==> src/hdl/fqd_pkg.sv <==
// fqd_pkg: shared constants, types and the ring slot function of the
// dedup queue. no dependencies.
package fqd_pkg;

  localparam int unsigned DEPTH        = 16;
  localparam int unsigned IDX_W        = $clog2(DEPTH);
  localparam int unsigned CNT_W        = $clog2(DEPTH + 1);
  localparam int unsigned DATA_W       = 32;
  localparam int unsigned ENTRY_CNT_W  = 5;

  typedef enum logic [1:0] {
    REQ_PUSH  = 2'd0,
    REQ_POP   = 2'd1,
    REQ_CLEAR = 2'd2,
    REQ_DEDUP = 2'd3
  } req_e;

  typedef enum logic [1:0] {
    STS_DONE       = 2'd0,
    STS_PUSH_FULL  = 2'd1,
    STS_POP_EMPTY  = 2'd2,
    STS_RSVD       = 2'd3
  } status_e;

  typedef enum logic [1:0] {
    ST_IDLE,
    ST_POP_WAIT,
    ST_DD_GETI,
    ST_DD_CMP
  } state_e;

  typedef struct packed {
    logic    push;
    logic    pop;
    logic    pop_load;
    logic    clear;
    logic    dd_start;
    logic    dd_geti;
    logic    dd_next_j;
    logic    dd_keep;
    logic    dd_next_i;
    logic    dd_done;
    logic    set_status;
    status_e status;
  } cmd_t;

  typedef struct packed {
    logic count_zero;
    logic count_one;
    logic count_full;
    logic count_lt2;
    logic match;
    logic j_last;
    logic i_last;
  } sts_t;

  function automatic logic [IDX_W-1:0] slot(input logic [IDX_W-1:0] head,
                                            input logic [IDX_W-1:0] k);
    logic [IDX_W:0] sum;
    sum = {1'b0, head} + {1'b0, k};
    if (sum >= (IDX_W+1)'(DEPTH)) begin
      sum = sum - (IDX_W+1)'(DEPTH);
    end
    return sum[IDX_W-1:0];
  endfunction

endpackage

==> src/hdl/fifo_queue_with_dedup.sv <==
// fifo_queue_with_dedup: bounded ring queue with push, pop, clear and dedup.
// push, clear and refused requests complete from ST_IDLE; a pop that leaves
// entries passes through ST_POP_WAIT (ram read of the new head). dedup steps
// through ST_DD_GETI and ST_DD_CMP per entry. one request in flight; push and
// clear sustain 1 request per cycle while no result is stalled at the output.
// rst_ni async active low empties the queue; no clearing pass over the ram.
module fifo_queue_with_dedup (
  input  logic                              clk_i,
  input  logic                              rst_ni,
  input  logic                              in_valid_i,
  output logic                              in_ready_o,
  input  logic [1:0]                        req_type_i,
  input  logic signed [fqd_pkg::DATA_W-1:0] push_value_i,
  output logic                              out_valid_o,
  input  logic                              out_ready_i,
  output logic [1:0]                        status_o,
  output logic signed [fqd_pkg::DATA_W-1:0] front_value_o,
  output logic signed [fqd_pkg::DATA_W-1:0] back_value_o,
  output logic [fqd_pkg::ENTRY_CNT_W-1:0]   entry_count_o,
  output logic                              is_empty_o
);

  fqd_pkg::cmd_t cmd;
  fqd_pkg::sts_t sts;

  fqd_ctrl u_ctrl (
    .clk_i       (clk_i),
    .rst_ni      (rst_ni),
    .in_valid_i  (in_valid_i),
    .in_ready_o  (in_ready_o),
    .req_type_i  (req_type_i),
    .out_valid_o (out_valid_o),
    .out_ready_i (out_ready_i),
    .sts_i       (sts),
    .cmd_o       (cmd)
  );

  fqd_datapath u_datapath (
    .clk_i         (clk_i),
    .rst_ni        (rst_ni),
    .push_value_i  (push_value_i),
    .cmd_i         (cmd),
    .sts_o         (sts),
    .status_o      (status_o),
    .front_value_o (front_value_o),
    .back_value_o  (back_value_o),
    .entry_count_o (entry_count_o),
    .is_empty_o    (is_empty_o)
  );

endmodule

==> src/hdl/fqd_ram.sv <==
// fqd_ram: generic single write, single read ram with registered read data
// no dependencies
module fqd_ram #(
  parameter int unsigned WIDTH = 32,
  parameter int unsigned DEPTH = 16
) (
  input  logic                     clk_i,
  input  logic                     we_i,
  input  logic [$clog2(DEPTH)-1:0] waddr_i,
  input  logic [WIDTH-1:0]         wdata_i,
  input  logic [$clog2(DEPTH)-1:0] raddr_i,
  output logic [WIDTH-1:0]         rdata_o
);

  logic [WIDTH-1:0] mem_q [DEPTH];

  always_ff @(posedge clk_i) begin
    if (we_i) begin
      mem_q[waddr_i] <= wdata_i;
    end
    rdata_o <= mem_q[raddr_i];
  end

endmodule

==> src/hdl/fqd_ctrl.sv <==
// fqd_ctrl: request sequencer for push, pop, clear and duplicate removal
// depends on fqd_pkg
module fqd_ctrl (
  input  logic          clk_i,
  input  logic          rst_ni,
  input  logic          in_valid_i,
  output logic          in_ready_o,
  input  logic [1:0]    req_type_i,
  output logic          out_valid_o,
  input  logic          out_ready_i,
  input  fqd_pkg::sts_t sts_i,
  output fqd_pkg::cmd_t cmd_o
);

  fqd_pkg::state_e state_q, state_d;
  logic            out_valid_q, out_valid_d;
  logic            accept;
  logic            emit;

  assign in_ready_o  = (state_q == fqd_pkg::ST_IDLE) && (!out_valid_q || out_ready_i);
  assign accept      = in_valid_i && in_ready_o;
  assign out_valid_o = out_valid_q;

  always_ff @(posedge clk_i or negedge rst_ni) begin
    if (!rst_ni) begin
      state_q     <= fqd_pkg::ST_IDLE;
      out_valid_q <= 1'b0;
    end else begin
      state_q     <= state_d;
      out_valid_q <= out_valid_d;
    end
  end

  always_comb begin
    state_d = state_q;
    cmd_o   = '0;
    cmd_o.status = fqd_pkg::STS_DONE;
    emit    = 1'b0;
    case (state_q)
      fqd_pkg::ST_IDLE: begin
        if (accept) begin
          cmd_o.set_status = 1'b1;
          case (fqd_pkg::req_e'(req_type_i))
            fqd_pkg::REQ_PUSH: begin
              emit = 1'b1;
              if (sts_i.count_full) begin
                cmd_o.status = fqd_pkg::STS_PUSH_FULL;
              end else begin
                cmd_o.push = 1'b1;
              end
            end
            fqd_pkg::REQ_POP: begin
              if (sts_i.count_zero) begin
                cmd_o.status = fqd_pkg::STS_POP_EMPTY;
                emit = 1'b1;
              end else begin
                cmd_o.pop = 1'b1;
                if (sts_i.count_one) begin
                  emit = 1'b1;
                end else begin
                  state_d = fqd_pkg::ST_POP_WAIT;
                end
              end
            end
            fqd_pkg::REQ_CLEAR: begin
              cmd_o.clear = 1'b1;
              emit = 1'b1;
            end
            fqd_pkg::REQ_DEDUP: begin
              if (sts_i.count_lt2) begin
                emit = 1'b1;
              end else begin
                cmd_o.dd_start = 1'b1;
                state_d = fqd_pkg::ST_DD_GETI;
              end
            end
            default: begin
              emit = 1'b1;
            end
          endcase
        end
      end
      fqd_pkg::ST_POP_WAIT: begin
        cmd_o.pop_load = 1'b1;
        emit = 1'b1;
        state_d = fqd_pkg::ST_IDLE;
      end
      fqd_pkg::ST_DD_GETI: begin
        cmd_o.dd_geti = 1'b1;
        state_d = fqd_pkg::ST_DD_CMP;
      end
      fqd_pkg::ST_DD_CMP: begin
        if (!sts_i.match && !sts_i.j_last) begin
          cmd_o.dd_next_j = 1'b1;
        end else begin
          // value is new when the last kept entry did not match
          cmd_o.dd_keep = !sts_i.match;
          if (sts_i.i_last) begin
            cmd_o.dd_done = 1'b1;
            emit = 1'b1;
            state_d = fqd_pkg::ST_IDLE;
          end else begin
            cmd_o.dd_next_i = 1'b1;
            state_d = fqd_pkg::ST_DD_GETI;
          end
        end
      end
      default: begin
        state_d = fqd_pkg::ST_IDLE;
      end
    endcase
    out_valid_d = (out_valid_q && !out_ready_i) || emit;
  end

endmodule

==> src/hdl/fqd_datapath.sv <==
// fqd_datapath: ring storage, head and count, front and back registers and
// the compaction indexes. depends on fqd_pkg and fqd_ram
module fqd_datapath (
  input  logic                              clk_i,
  input  logic                              rst_ni,
  input  logic signed [fqd_pkg::DATA_W-1:0] push_value_i,
  input  fqd_pkg::cmd_t                     cmd_i,
  output fqd_pkg::sts_t                     sts_o,
  output logic [1:0]                        status_o,
  output logic signed [fqd_pkg::DATA_W-1:0] front_value_o,
  output logic signed [fqd_pkg::DATA_W-1:0] back_value_o,
  output logic [fqd_pkg::ENTRY_CNT_W-1:0]   entry_count_o,
  output logic                              is_empty_o
);

  logic [fqd_pkg::IDX_W-1:0]  head_q, head_d;
  logic [fqd_pkg::CNT_W-1:0]  count_q, count_d;
  logic [fqd_pkg::DATA_W-1:0] front_q, front_d;
  logic [fqd_pkg::DATA_W-1:0] back_q, back_d;
  logic [fqd_pkg::DATA_W-1:0] v_q, v_d;
  logic [fqd_pkg::CNT_W-1:0]  i_q, i_d;
  logic [fqd_pkg::CNT_W-1:0]  n_q, n_d;
  logic [fqd_pkg::IDX_W-1:0]  j_q, j_d;
  fqd_pkg::status_e           status_q, status_d;

  logic [fqd_pkg::CNT_W-1:0]  i_inc;
  logic [fqd_pkg::CNT_W-1:0]  j_inc;
  logic                       we;
  logic [fqd_pkg::IDX_W-1:0]  waddr;
  logic [fqd_pkg::DATA_W-1:0] wdata;
  logic [fqd_pkg::IDX_W-1:0]  raddr;
  logic [fqd_pkg::DATA_W-1:0] rdata;

  fqd_ram #(
    .WIDTH (fqd_pkg::DATA_W),
    .DEPTH (fqd_pkg::DEPTH)
  ) u_ram (
    .clk_i   (clk_i),
    .we_i    (we),
    .waddr_i (waddr),
    .wdata_i (wdata),
    .raddr_i (raddr),
    .rdata_o (rdata)
  );

  assign i_inc = i_q + fqd_pkg::CNT_W'(1);
  assign j_inc = fqd_pkg::CNT_W'(j_q) + fqd_pkg::CNT_W'(1);

  assign sts_o.count_zero = (count_q == '0);
  assign sts_o.count_one  = (count_q == fqd_pkg::CNT_W'(1));
  assign sts_o.count_full = (count_q == fqd_pkg::CNT_W'(fqd_pkg::DEPTH));
  assign sts_o.count_lt2  = (count_q < fqd_pkg::CNT_W'(2));
  assign sts_o.match      = (rdata == v_q);
  assign sts_o.j_last     = (j_inc == n_q);
  assign sts_o.i_last     = (i_inc == count_q);

  // ram ports
  always_comb begin
    we    = cmd_i.push || cmd_i.dd_keep;
    waddr = fqd_pkg::slot(head_q, n_q[fqd_pkg::IDX_W-1:0]);
    wdata = v_q;
    if (cmd_i.push) begin
      waddr = fqd_pkg::slot(head_q, count_q[fqd_pkg::IDX_W-1:0]);
      wdata = push_value_i;
    end
    raddr = head_q;
    if (cmd_i.pop || cmd_i.dd_start) begin
      raddr = fqd_pkg::slot(head_q, fqd_pkg::IDX_W'(1));
    end else if (cmd_i.dd_next_j) begin
      raddr = fqd_pkg::slot(head_q, j_inc[fqd_pkg::IDX_W-1:0]);
    end else if (cmd_i.dd_next_i) begin
      raddr = fqd_pkg::slot(head_q, i_inc[fqd_pkg::IDX_W-1:0]);
    end
  end

  always_comb begin
    head_d   = head_q;
    count_d  = count_q;
    front_d  = front_q;
    back_d   = back_q;
    v_d      = v_q;
    i_d      = i_q;
    n_d      = n_q;
    j_d      = j_q;
    status_d = status_q;
    if (cmd_i.set_status) begin
      status_d = cmd_i.status;
    end
    if (cmd_i.push) begin
      count_d = count_q + fqd_pkg::CNT_W'(1);
      back_d  = push_value_i;
      if (count_q == '0) begin
        front_d = push_value_i;
      end
    end
    if (cmd_i.pop) begin
      head_d  = fqd_pkg::slot(head_q, fqd_pkg::IDX_W'(1));
      count_d = count_q - fqd_pkg::CNT_W'(1);
    end
    if (cmd_i.pop_load) begin
      front_d = rdata;
    end
    if (cmd_i.clear) begin
      head_d  = '0;
      count_d = '0;
    end
    if (cmd_i.dd_start) begin
      i_d    = fqd_pkg::CNT_W'(1);
      n_d    = fqd_pkg::CNT_W'(1);
      back_d = front_q;
    end
    if (cmd_i.dd_geti) begin
      v_d = rdata;
      j_d = '0;
    end
    if (cmd_i.dd_next_j) begin
      j_d = j_inc[fqd_pkg::IDX_W-1:0];
    end
    if (cmd_i.dd_keep) begin
      n_d    = n_q + fqd_pkg::CNT_W'(1);
      back_d = v_q;
    end
    if (cmd_i.dd_next_i) begin
      i_d = i_inc;
    end
    if (cmd_i.dd_done) begin
      count_d = n_d;
    end
  end

  always_ff @(posedge clk_i or negedge rst_ni) begin
    if (!rst_ni) begin
      head_q   <= '0;
      count_q  <= '0;
      status_q <= fqd_pkg::STS_DONE;
    end else begin
      head_q   <= head_d;
      count_q  <= count_d;
      status_q <= status_d;
    end
  end

  always_ff @(posedge clk_i) begin
    front_q <= front_d;
    back_q  <= back_d;
    v_q     <= v_d;
    i_q     <= i_d;
    n_q     <= n_d;
    j_q     <= j_d;
  end

  assign status_o      = status_q;
  assign is_empty_o    = (count_q == '0);
  assign front_value_o = is_empty_o ? '0 : front_q;
  assign back_value_o  = is_empty_o ? '0 : back_q;
  assign entry_count_o = fqd_pkg::ENTRY_CNT_W'(count_q);

endmodule

==> config.mk <==
export PLATFORM = sky130hd
export DESIGN_NAME = fifo_queue_with_dedup
export DESIGN_NICKNAME = d
export VERILOG_FILES = /design/src/hdl/fqd_pkg.sv /design/src/hdl/fifo_queue_with_dedup.sv /design/src/hdl/fqd_ram.sv /design/src/hdl/fqd_ctrl.sv /design/src/hdl/fqd_datapath.sv
export SDC_FILE = /design/constraint.sdc
export NUM_CORES = 1
export LEC_CHECK = 0
export ABC_CLOCK_PERIOD_IN_PS = 15500
export BUFFER_PORTS_ARGS = -buffer_cell sky130_fd_sc_hd__buf_2
export CAP_MARGIN = 20
export CORE_MARGIN = 4
export CORE_UTILIZATION = 45
export CTS_BUF_LIST = sky130_fd_sc_hd__clkbuf_16
export DETAILED_ROUTE_END_ITERATION = 12
export HOLD_SLACK_MARGIN = 0.03
export SLEW_MARGIN = 20
export SYNTH_ARGS = -nofsm -noshare
export SYNTH_HDL_FRONTEND = slang
export SYNTH_SLANG_ARGS = --single-unit
==> constraint.sdc <==
create_clock -name clk_i -period 15.5 [get_ports clk_i]
set_input_delay 3.1 -clock clk_i [delete_from_list [all_inputs] [get_ports clk_i]]
set_output_delay 3.1 -clock clk_i [all_outputs]
set_load 0.005 [all_outputs]
==> impl_metrics.py <==
metrics = {
    "timing": {
        "setup_violations": 0,
        "worst_pin_slew_ns": 1.16,
        "fin_crit_ns": 7.76,
        "fin_crit_sh": 0.500,
        "clock_skew_ns": 0.0272,
        "rsz0062_at_grt": "no",
        "drv_slew": 0,
        "worst_hold_slack_ns": 0.476,
        "max_freq_ghz": 0.129,
        "worst_slack_ns": 7.74,
        "finalHoldViolations": 0,
        "fin_tns_setup_ns": 0,
        "relSlewSlack": 0.224,
    },
    "clock_tree": {
        "postCtsHoldBufs": 0,
        "cts_made_buffers": 68,
        "cts.sinks": 668,
        "cts_tree": "yes",
        "cts_resized": 0,
        "root_buffer": "clkbuf_16",
        "clockBufferDepth": 3,
        "postCtsSetupBuffers": 0,
        "clkSlewWorstSetupHoldPaths_ns": 0.06,
        "h-tree-depth": 3,
        "clk_latency_ns": 0.60,
    },
    "status": {
        "outcome": "finished clean",
    },
    "global_route": {
        "grt_max_degree": 193,
        "antenna_found_initial": 0,
        "grt_pass1_wl_um": 101000,
        "grtUsageTotal": 0.199,
        "grt_pass1_vias": 16257,
        "overflow": 0,
    },
    "yosys": {
        "synthFlopType": "edfxtp_1",
        "synth_top_area_share": 0.666,
        "ys_ff_latch": 668,
        "yosys_warnings": 0,
        "synth_cells": 2005,
        "avgSynthCellArea_um2": 13.9,
        "syn_nets": 2063,
        "syn-cell-area_mm2": 0.0278,
        "ys_seq_area_frac": 0.705,
        "synth-edff-count": 617,
        "synth_cell_types": 60,
        "synth_top_area_cell": "edfxtp_1",
        "synth-async-reset-ratio": 0.0210,
        "synth_area_leaders": "edfxtp_1, nand2_1, mux2i_1",
    },
    "setup_path": {
        "crit_type": "in -> reg",
        "cp-start-kind": "input port",
        "crit_start": "out_ready_i",
        "cp-end-kind": "flop",
        "cp_max_fo": 97,
        "arrival_ns": 8.28,
        "required_ns": 16.02,
        "r2r_start": "u_datapath.entry_count_o[1]",
    },
    "pwr": {
        "p_sw_mw": 2.41,
        "pwr-share-comb": 0.371,
        "p_leak_nw": 10.8,
        "p_clk_frac": 0.236,
        "p_per_area_mw_per_mm2": 204,
        "power_switching_share": 0.375,
        "seqPwrFrac": 0.393,
        "p_int_mw": 4.02,
        "ir_worst_vdd_mv": 0.176,
    },
    "routing": {
        "totalWireLength_um": 66900,
        "dr.pass1.iters": 5,
        "final_antenna_net_count": 0,
        "via_per_inst": 5.67,
        "route.detailed.drc": 0,
        "num_vias": 16647,
        "wire_per_inst_um": 22.8,
        "drtIter0Drc": 1671,
    },
    "placement": {
        "pre_cts_slack_ns": 6.98,
        "port_buffers": 111,
        "gp_routability_congestion": 0.815,
        "dpl.hpwl_um": 40600,
    },
    "floorplanning": {
        "start_util": 0.458,
        "boundaryPins": 112,
        "die_w_um": 257,
        "dieHeight_um": 257,
        "row_count": 90,
        "core_mm2": 0.0608,
        "die-area_mm2": 0.0659,
    },
    "job": {
        "max_cap_violations": 0,
    },
    "hold_path": {
        "min_from": "u_datapath.u_ram.rdata_o[21]",
        "hp-class": "reg -> reg",
    },
    "cells_and_area": {
        "diodes": 0,
        "fillCellCount": 5022,
        "area_delta_synth_final_pct": 13.3,
        "nets": 2156,
        "drive_gt1_frac": 0.155,
    },
}
==> final cells by class <==
class / count / area, µm² / area share
clock buffers: 71 / 1780 / 0.0563
inverters: 15 / 56.3 / 0.00178
repair buffers: 143 / 1000 / 0.0319
clock inverters: 53 / 303 / 0.00960
well taps: 782 / 978 / 0.0310
flip-flops and latches: 668 / 19600 / 0.622
multi-input cells: 1202 / 7810 / 0.247
==> cell families after synthesis <==
group / Yosys count / share of synthesized area
fa+ha+maj: 20 / 0.00980
xor+xnor: 63 / 0.0214
simple gates: 675 / 0.109
buf+inv: 135 / 0.0216
mux: 165 / 0.0623
compound gates: 279 / 0.0715
flops: 668 / 0.705
==> worst max-delay path: stages <==
cell and delay, ns:
buf_2 0.09, nand2b_1 0.18, nand3_1 0.40, or2_1 0.37
nand2_2 0.22, o21bai_1 0.28, o31ai_4 0.18, buf_4 0.83
buf_4 0.96, buf_6 0.70, nand2_1 0.15, a31oi_1 0.21
a32oi_1 0.16, nand3_1 0.18
==> power by group through the flow <==
stage	combinational [mW]	clock, mW	sequential (mW)
after floorplan	1.64	0	2.50
after global placement	2.35	0	2.55
after detailed placement	2.37	0	2.56
after CTS	2.39	1.55	2.52
after global routing	2.61	1.63	2.55
final	2.38	1.52	2.53
==> registers in the layout, summed over array words and instances (netlist names) <==
name / cells
u_datapath.entry_count_o: 5
u_datapath.front_q: 32
u_ctrl.out_valid_o: 1
u_datapath.v_q: 32
u_datapath.u_ram.mem_q: 512
u_datapath.i_q: 5
u_datapath.status_o: 2
u_datapath.j_q: 4
u_datapath.n_q: 5
u_datapath.back_q: 32
u_ctrl.state_q: 2
u_datapath.head_q: 4
u_datapath.u_ram.rdata_o: 32
==> through the flow <==
step	cells	utilization	instance area, µm²	power [mW]
6_report	2934	0.519	31500	6.43
5_1_grt	2934	0.519	31500	6.79
4_1_cts	2934	0.519	31500	6.46
3_5_place_dp	2810	0.484	29500	4.93
3_3_place_gp	2797	0.480	29200	4.90
2_1_floorplan	2005	-	27800	4.14
==> synth_stat cells, types with 2 or more instances <==
library cell  count
nand2b_1          4
fa_1              3
xnor2_1          46
dfrtp_1          14
a31oi_1          32
buf_6             4
a21oi_1          73
o41ai_1           3
a22o_1            3
nand2_1         385
a221o_1          64
a32oi_1          32
ha_1             17
mux2i_1          98
mux2_2           67
and2_1           68
nor2_1           36
o211ai_1          2
o21ai_0          45
buf_4             2
and3_1            7
nand3_1         139
nor2b_1           2
nor4_1            4
clkbuf_1         63
buf_1             6
a21o_1           10
nor4_2            2
edfxtp_1        617
or3b_2            2
buf_2            45
nor3_1            5
xnor3_1           2
inv_1            15
dfxtp_1          37
nand4_1          13
o21ai_1           2
xor2_1           14
==> cell usage in the layout (no fill, tap or decap), drive strengths merged, types with 2 or more instances in the layout <==
cell	netlist	layout
edfxtp	617	617
nand2	386	386
buf	57	143
nand3	139	139
mux2i	98	98
a21oi	74	74
clkbuf	63	71
and2	68	68
mux2	67	67
a221o	64	64
o21ai	47	47
xnor2	46	46
inv	15	40
dfxtp	37	37
nor2	36	36
a31oi	32	32
a32oi	32	32
clkinv	0	25
ha	17	17
xor2	14	14
dfrtp	14	14
nand4	13	13
a21o	10	10
and3	7	7
nor4	6	6
nor3	6	6
nand2b	4	4
a22o	3	3
fa	3	3
o41ai	3	3
nor2b	2	2
xnor3	2	2
o211ai	2	2
or3b	2	2
bufinv	0	2
o31ai	2	2
==> per-layer routing <==
| layer | vias to the layer above | track usage | wire, µm |
|---|---|---|---|
| li1 | 7695 | - | - |
| met1 | 8260 | 0.303 | 31100 |
| met2 | 614 | 0.298 | 29800 |
| met3 | 78 | 0.0337 | 4840 |
| met4 | 0 | 0.0535 | 1180 |
| met5 | - | 0 | 0 |
==> worst paths after layout <==
check,endpoint,slack (ns),cells after the start
max in group asynchronous,u_datapath.status_o[1],12.78,1
worst max register to register,u_datapath.u_ram.rdata_o[12],9.12,14
min in group asynchronous,u_datapath.entry_count_o[4],2.44,1
worst min-delay path,u_datapath.v_q[21],0.48,0
worst min register to register,u_datapath.v_q[21],0.48,0
worst max-delay path,u_datapath.u_ram.rdata_o[12],7.74,14
No activity file was read; power rests on OpenSTA's default activity.
